[config.mk]
export PLATFORM = sky130hd
export DESIGN_NAME = wss_ctrl
export DESIGN_NICKNAME = d
export VERILOG_FILES = /design/src/rtl/wss_pkg.sv /design/src/rtl/wss_ctrl.sv
export SDC_FILE = /design/constraint.sdc
export NUM_CORES = 1
export LEC_CHECK = 0
export BUFFER_PORTS_ARGS = -buffer_cell sky130_fd_sc_hd__buf_2
export CAP_MARGIN = 0
export CORE_AREA = 2 2 39 41
export CTS_CLUSTER_SIZE = 8
export DETAILED_ROUTE_END_ITERATION = 7
export DIE_AREA = 0 0 41 43
export PLACE_DENSITY = 0.68
export REMOVE_ABC_BUFFERS = 1
export SLEW_MARGIN = 40
export SYNTH_ARGS = -nofsm -noshare
export SYNTH_HDL_FRONTEND = slang
export SYNTH_SLANG_ARGS = --single-unit
[constraint.sdc]
create_clock -name clk -period 1.7 [get_ports clk]
set_clock_uncertainty 0.05 [all_clocks]
set_input_delay 0.17 -clock clk [delete_from_list [all_inputs] [get_ports clk]]
set_output_delay 0.17 -clock clk [all_outputs]
set_load 0.01 [all_outputs]
[src/rtl/wss_pkg.sv]
// ----------------------------------------------------------------------------
// wss_pkg
// Shared types and constants for the windowed sample statistics core.
// ----------------------------------------------------------------------------
package wss_pkg;

    localparam int DEPTH   = 64;                  // window entries
    localparam int AW      = $clog2(DEPTH);       // ring address width
    localparam int CW      = $clog2(DEPTH + 1);   // counter that can hold DEPTH
    localparam int SAMP_W  = 32;
    localparam int PER_W   = 16;
    localparam int AVG_W   = 48;
    localparam int SUM_W   = SAMP_W + AW;
    localparam int DVD_W   = 48;                  // divider dividend width
    localparam int DVS_W   = 32;                  // divider divisor width

    localparam logic [PER_W-1:0] PERIOD_RESET = PER_W'(100);

    typedef enum logic [3:0] {
        S_IDLE,
        S_MOD,
        S_MODW,
        S_LOAD,
        S_SORT,
        S_SCAN,
        S_AVG,
        S_AVGW,
        S_EMIT
    } wss_state_t;

    typedef struct packed {
        logic step;        // take the accepted sample
        logic mod_start;   // start count modulo period
        logic clr_cnt;     // clear the sweep counter
        logic load_en;     // ring -> sort cells
        logic sort_en;     // one odd-even pass
        logic scan_en;     // shift out, sum and pick
        logic avg_start;   // apply median/min/max, start average divide
        logic avg_apply;   // commit new average
        logic emit;        // load output register
    } wss_cmd_t;

    typedef struct packed {
        logic period_zero;
        logic div_done;
        logic rem_zero;
        logic cnt_last;    // counter at DEPTH-1
        logic cnt_full;    // counter at DEPTH
        logic out_free;
    } wss_stat_t;

endpackage

[src/rtl/wss_ctrl.sv]
// ----------------------------------------------------------------------------
// wss_ctrl
// Sequencer: step, period test, load, sort, scan, average divide, emit.
// ----------------------------------------------------------------------------
module wss_ctrl
(
    input  logic               clk,
    input  logic               rst_n,
    input  logic               in_valid,
    output logic               in_ready,
    input  wss_pkg::wss_stat_t stat,
    output wss_pkg::wss_cmd_t  cmd
);
    import wss_pkg::*;

    wss_state_t state_reg, state_next;

    always_ff @(posedge clk or negedge rst_n)
    begin
        if (!rst_n)
            state_reg <= S_IDLE;
        else
            state_reg <= state_next;
    end

    always_comb
    begin
        state_next = state_reg;
        case (state_reg)
            S_IDLE:  if (in_valid) state_next = S_MOD;
            S_MOD:   state_next = stat.period_zero ? S_EMIT : S_MODW;
            S_MODW:  if (stat.div_done) state_next = stat.rem_zero ? S_LOAD : S_EMIT;
            S_LOAD:  if (stat.cnt_full) state_next = S_SORT;
            S_SORT:  if (stat.cnt_last) state_next = S_SCAN;
            S_SCAN:  if (stat.cnt_last) state_next = S_AVG;
            S_AVG:   state_next = S_AVGW;
            S_AVGW:  if (stat.div_done) state_next = S_EMIT;
            S_EMIT:  if (stat.out_free) state_next = S_IDLE;
            default: state_next = S_IDLE;
        endcase
    end

    always_comb
    begin
        cmd      = '0;
        in_ready = 1'b0;
        case (state_reg)
            S_IDLE:
            begin
                in_ready = 1'b1;
                cmd.step = in_valid;
            end
            S_MOD:   cmd.mod_start = !stat.period_zero;
            S_MODW:  cmd.clr_cnt = stat.div_done;
            S_LOAD:
            begin
                cmd.load_en = 1'b1;
                cmd.clr_cnt = stat.cnt_full;
            end
            S_SORT:
            begin
                cmd.sort_en = 1'b1;
                cmd.clr_cnt = stat.cnt_last;
            end
            S_SCAN:  cmd.scan_en = 1'b1;
            S_AVG:   cmd.avg_start = 1'b1;
            S_AVGW:  cmd.avg_apply = stat.div_done;
            S_EMIT:  cmd.emit = stat.out_free;
            default: cmd = '0;
        endcase
    end

endmodule

==> Word-level counts from Yosys, hierarchy flattened <==
Cells that the tools add are included.
{ "totals": {"regBits": 4, "input_bits": 9, "out_inout_bits": 10, "word_cells": 39} }
{ "classes": {"eq_ne": 15, "mux": 20, "n_reduce_logical": 3} }
{ "ops": {"columns": ["operator", "count"], "rows": [
  ["two-way mux 4 bit", 9],
  ["case mux 4 bit (9 select lines)", 1],
  ["== test 4 x 3 -> 1 bit, second input constant", 4],
  ["!= test 2 bit, second input constant", 7],
  ["two-way mux 1 bit", 9],
  ["== test 4 x 2 -> 1 bit, second input constant", 2],
  ["AND reduction 7 bit", 1],
  ["== test 4 x 1 -> 1 bit, second input constant", 1],
  ["== test 4 bit, second input constant", 1],
  ["logical NOT 4 bit", 1],
  ["case mux 1 bit (3 select lines)", 1],
  ["logical NOT 1 bit", 1]
]} }

==> Depth between registers and ports, before layout <==
Gate-level depths: netlist (run 1).
{ "depth": {"word_depth": 3, "mapped_depth": 6, "depth_no_buf": 4} }

==> Worst setup path before layout (run 1) <==
OpenSTA, ideal clock, no wires.
{ "synth_timing": {"path_type": "reg2out", "from": "register state_reg[1]", "to": "output port cmd[8] (netlist name)", "arrival_time_ps": 1343, "slack_ps": 137, "path_stages_with_launch": 4, "n_path_buf": 1, "cell_sequence": "dfrtp_1 -> buf_2 -> nor4_1 -> and2_1"} }
{ "synth_rtl": {"columns": ["element", "line_no", "text"], "rows": [
  ["from (decl)", "wss_ctrl.sv:16", "wss_state_t state_reg, state_next;"],
  ["from (signal assigned)", "wss_ctrl.sv:23", "state_reg <= state_next;"],
  ["to (decl)", "wss_ctrl.sv:12", "output wss_pkg::wss_cmd_t cmd"]
]} }

==> impl_results.md, run 1 <==
* CP Data Arrival Time at 1430 ps
* N_diodes at 0
* CTS sink cnt at 4
* CTS tree: yes
* Final nets at 90
* Worst-case vdd ir drop at 0.4846 mV
* Clock power frac at 11.0%
* Synth top area share at 23.12%
* Internal power at 0.0005734 W
* Vias per cell at 4.989
* Hold path start: stat[0]
* Hold crit path type: primary input to register
* Fin crit share at 96.96%
* Clock transition at the registers of the reported paths at 40 ps
* Antenna Nets Post-Route at 0
* Total track usage at 12.59%
* Largest net degree at the start of global routing at 16
* Worst Max-Slew Pin Slew at 240.5 ps
* Grt ovf at 0
* CP Capture Type: primary output
* Root Driver: clkbuf_4
* DP Wirelength at 798.6 µm
* CTS buffer count at 3
* Final worst slack at 51.76 ps
* Fraction of registers with async set/reset at 100.0%
* Worst skew pair latency at 230 ps
* Area grow syn2layout at 42.77%
* Max Fanout on Critical Path at 4
* Yosys top cell by area: dfrtp_1
* Synth Instances at 56
* Required time worst endpoint at 1480 ps
* Vias in the first global route at 399
* Register area share after synthesis at 23.12%
* Post-synthesis register bit count at 4
* Layout cell share with drive strength beyond 1 at 45.57%
* Hold Violations, Final at 0
* Wire per inst at 10.66 µm
* Power, Total at 0.001029 W
* WS Path Type: register to primary output
* Finish-stage setup viols at 0
* Cell Pwr Density at 1665 nW/µm²
* Slew Limit Fails at 0
* Switching share of power at 44.27%
* Routed WL at 1.013 mm
* Switch Pwr at 0.0004554 W
* DRC errors left at 0
* Setup crit start: state_reg[1]
* Startpoint Class: register
* Placement-stage worst setup slack at 158.2 ps
* Leakage at 0.2982 nW
* Synth Cell Area at 432.9 µm²
* Sequential share of power at 18.0%
* Fmax at 0.6067 GHz
* EDFF count, synth at 0
* Reg2reg start: state_reg[1]
* Final Wtd Congestion at 0.8000
* Initial antenna violation count at 0
* First-pass GRT wire length at 1.559 mm
* Tmin final at 1648 ps
* Fillers at 143
* Synth warn at 0
* Top_reg_cell synth: dfrtp_1
* Initial Utilization at 31.28%
* Core area at 1384 µm²
* Combinational power share at 71.0%
* Syn avg cell area at 7.731 µm²
* CP cell instances: or4b_4, nor2_2, buf_2
* Largest cells by area after synthesis: dfrtp_1 (23%), nor2_1 (7.8%), nand2b_1 (5.8%), buf_2 (4.6%), a22o_4 (4.0%)
* Yosys cell types at 31
* Rows at 14
* Drt pass-1 iters at 2
* Die Area at 1763 µm²
* Max reg flops at 4
* Status: finished, final reports clean
* CP max-delay cell: or4b_4
* DIE HEIGHT at 43 µm
* H-tree depth at 1
* Worst stage delay on the critical path at 560 ps
* Max-cap violations at 0
* I/O Buffers at 18
* Longest Clk Path Bufs at 2
* Routed vias at 474
* Slew HR at 83.74%
* Die W at 41 µm
* Iter 0 DRT Violations at 3
* IO Pins at 19
==> synthesized netlist by cell type (2+ instances only) <==
cell,instances
nor2_1,9
buf_2,4
dfrtp_1,4
nand2b_1,4
nand2_1,3
nor3_1,3
a21oi_1,2
inv_1,2
nor4_1,2
o21ai_1,2
==> worst paths after layout <==
path	end	cells past startpoint	slack, ps
worst max-delay path	cmd[0]	3	50
min in group asynchronous	state_reg[2]	2	220
worst max register to register	state_reg[1]	5	80
max in group asynchronous	state_reg[1]	2	1250
worst min register to register	state_reg[3]	2	610
worst min-delay path	state_reg[3]	2	100
==> critical path: cells and delay by family (launching register included) <==
kind | cells | cell delay [ps]
AND/OR/NAND/NOR | 2 | 650
flip-flops | 1 | 420
buffers and inverters | 1 | 130
==> what timing repair did <==
action	4_1_cts	5_1_grt
gates resized for setup	1	5
cloned	0	0
setup buffers	0	2
endpoints found under the hold margin	4	0
hold buffers	1	0
endpoints found under the setup margin	2	4
pin swaps	0	2
==> area by class of cell <==
type,instances,area [µm²],share of cell area (%)
multi-input combinational,45,317.8,51.42
timing repair buffer,25,148.9,24.09
sequential,4,101.3,16.40
clock buffer,3,22.52,3.644
tap,16,20.02,3.239
inverter,2,7.507,1.215
==> routing by layer <==
layer  vias to the layer above  track usage [%]  wire [µm]
li1                        248                -          -
met4                         0            2.000          0
met3                         0            3.141         35
met1                       216            16.56        461
met5                         -                0          0
met2                        10            20.31        516
==> per-stage QoR <==
stage | setup TNS (ps) | cell area, µm² | util, % | std cells | hold WS, ps
after floorplan | 0 | 405.4 | - | 51 | -175.6
after global placement | 0 | 545.5 | 39.42 | 89 | -74.78
after detailed placement | 0 | 545.5 | 39.42 | 89 | -76.19
after CTS | 0 | 579.3 | 41.86 | 93 | 102.7
after global routing | -9.050 | 618.1 | 44.67 | 95 | 100.6
final | 0 | 618.1 | 44.67 | 95 | 104.0
==> power groups by stage <==
stage | clock network [W] | logic (W) | registers [W]
after global routing | 0.000128 | 0.000818 | 0.000189
after global placement | 0 | 0.000662 | 0.000188
after CTS | 0.000117 | 0.000669 | 0.000190
after floorplan | 0 | 0.000398 | 0.000245
after detailed placement | 0 | 0.000666 | 0.000190
final | 0.000114 | 0.000730 | 0.000185
==> cell families after synthesis <==
family / Yosys count / synth area share [%]
and+or+nand+nor: 30 / 38.44
AOI/OAI and AO/OA: 12 / 22.55
buffers and inverters: 7 / 8.094
DFF: 4 / 23.12
muxes: 2 / 5.779
xor gates and xnor gates: 1 / 2.023
==> cell usage in the layout, fill, tap and decap left out, drive strengths merged, types with 3 or more instances in the layout <==
cell / netlist / final
buf: 5 / 24
nor2: 9 / 9
nand2b: 4 / 4
dfrtp: 4 / 4
nor3: 3 / 3
nand2: 3 / 3
clkbuf: 0 / 3
o21ai: 3 / 3
(Power assumes the default switching activity.)
==> run 2: changes to the inputs <==
--- a/config.mk
+++ b/config.mk
@@ -11,7 +11,7 @@
 export CTS_CLUSTER_SIZE = 8
 export DETAILED_ROUTE_END_ITERATION = 7
 export DIE_AREA = 0 0 41 43
-export PLACE_DENSITY = 0.68
+export PLACE_DENSITY = 0.61
 export REMOVE_ABC_BUFFERS = 1
 export SLEW_MARGIN = 40
 export SYNTH_ARGS = -nofsm -noshare
==> impl_results.md, run 2 (same netlist as run 1, synthesis figures left out) <==
* Status: finished, final reports clean
* Worst Max-Slew Pin Slew at 294.0 ps (+53.44 ps)
* Worst-case vdd ir drop at 0.5397 mV (+11%)
* CP Capture Type: primary output
* N_diodes at 0 (unchanged)
* Fin crit share at 96.65% (-0.30 points)
* I/O Buffers at 18 (unchanged)
* Non-Filler Instances at 94 (-1.1%)
* Routed vias at 474 (unchanged)
* Routed WL at 990 µm (-2.3%)
* Cells after DPL at 89 (unchanged)
* DRC errors left at 0 (unchanged)
* Wire per inst at 10.53 µm (-1.2%)
* Clock transition at the registers of the reported paths at 40 ps (about the same)
* Vias per cell at 5.043 (+1.1%)
* Most frequent cells in the layout: buf_2 (18), nor2_1 (9), nand2b_1 (4), buf_4 (4)
* Largest net degree at the start of global routing at 16 (unchanged)
* Fmax at 0.6086 GHz (+0.31%)
* Antenna Nets Post-Route at 0 (unchanged)
* CTS sink cnt at 4 (unchanged)
* TNS Setup at 0 ps (unchanged)
* Leakage at 0.2904 nW (-2.6%)
* Final Wtd Congestion at 0.6995 (-13%)
* RSZ-0062 raised after global routing: yes
* Startpoint Class: register
* Most common cell after layout, fill and taps aside: buf_2
* Tmin final at 1643 ps (-5.123 ps)
* Core area at 1384 µm² (unchanged)
* WS Path Type: register to primary output
* Required time worst endpoint at 1480 ps (about the same)
* Power, Total at 0.0009946 W (-3.3%)
* CP Data Arrival Time at 1420 ps (about the same)
* Final worst slack at 56.88 ps (+5.123 ps)
* Root Driver: clkbuf_4
* Placement-stage worst setup slack at 187.2 ps (+29.01 ps)
* CTS tree: yes
* H-tree depth at 1 (unchanged)
* Area grow syn2layout at 37.86%
* DP Wirelength at 755.1 µm (-5.4%)
* Grt ovf at 0 (unchanged)
* Hold crit path type: primary input to register
* Die Area at 1763 µm² (unchanged)
* Iter 0 DRT Violations at 13 (+10)
* Drt pass-1 iters at 4 (+2)
* Final nets at 89 (-1.1%)
* Rows at 14 (unchanged)
* Max reg flops at 4 (unchanged)
* Total track usage at 12.12% (-0.47 points)
* Initial Utilization at 31.28% (unchanged)
* Vias in the first global route at 351 (-12%)
* Die W at 41 µm (unchanged)
* DIE HEIGHT at 43 µm (unchanged)
* Max-cap violations at 0 (unchanged)
* Initial antenna violation count at 0 (unchanged)
* Cell Pwr Density at 1667 nW/µm² (+0.12%)
* Worst skew pair latency at 230 ps (about the same)
* Hold Violations, Final at 0 (unchanged)
* Max Fanout on Critical Path at 6 (+2)
* Layout cell share with drive strength beyond 1 at 42.31% (-3.3 points)
* IO Pins at 19 (unchanged)
* Fillers at 150 (+4.9%)
* Slew HR at 80.22% (-3.5 points)
* First-pass GRT wire length at 1.490 mm (-4.4%)
* CTS buffer count at 3 (unchanged)
* Longest Clk Path Bufs at 2 (unchanged)
* Slew Limit Fails at 0 (unchanged)
* Finish-stage setup viols at 0 (unchanged)
==> run 2: cell count changes in the layout (fill, tap and decap cells not counted), sizes merged <==
cell,previous run,this run
buf,24,23
==> run 2: final timing paths <==
path | from | endpoint | slack, ps | cells past startpoint
max | state_reg[1] | cmd[0] | 60 | 3
min | stat[0] | state_reg[3] | 100 | 2
max reg2reg | state_reg[0] | state_reg[1] | 170 | 4
min reg2reg | state_reg[3] | state_reg[2] | 490 | 1
max in group asynchronous | rst_n | state_reg[1] | 1250 | 2
min in group asynchronous | rst_n | state_reg[0] | 220 | 2
==> run 2: report_power, final <==
part / switching [W] / internal (W) / total, W
logic: 0.000352 / 0.000337 / 0.000689
clock network: 0.0000338 / 0.0000786 / 0.000112
registers: 0.0000526 / 0.000141 / 0.000194
==> run 2: timing repair <==
action,in CTS,in global routing
pin swaps,0,2
endpoints found under the hold margin,4,0
resized for setup,1,3
endpoints found under the setup margin,1,3
buffers inserted,0,1
hold buffers,1,0
==> run 2: stage by stage <==
step                      util [%]  instance area, µm²  hold slack, ps
after CTS                    42.13               583.1           89.65
final                        43.13               596.8           99.85
after floorplan                  -               405.4          -175.6
after detailed placement     39.42               545.5          -74.86
after global routing         43.13               596.8           96.07
after global placement       39.42               545.5          -75.14
==> run 2: routing by layer <==
layer	share of wire [%]	global-route usage [%]	up-vias
met5	0	0	-
met4	0	4.000	0
met3	4.3	3.141	0
met2	47	16.88	11
met1	48	17.70	218
li1	-	-	245
==> run 2: final cells by class <==
cell class / instances / area (µm²) / share of cell area [%]
clock buffers: 3 / 22.52 / 3.774
repair buffers: 24 / 141.4 / 23.69
well taps: 16 / 20.02 / 3.354
multi-input cells: 45 / 302.8 / 50.73
flip-flops and latches: 4 / 102.6 / 17.19
inverters: 2 / 7.507 / 1.258
==> run 2: worst max-delay path, cell delays in order, from the launching register on <==
cell	delay, ps
dfrtp_2	430
or4b_4	540
nor2_1	90
buf_2	130
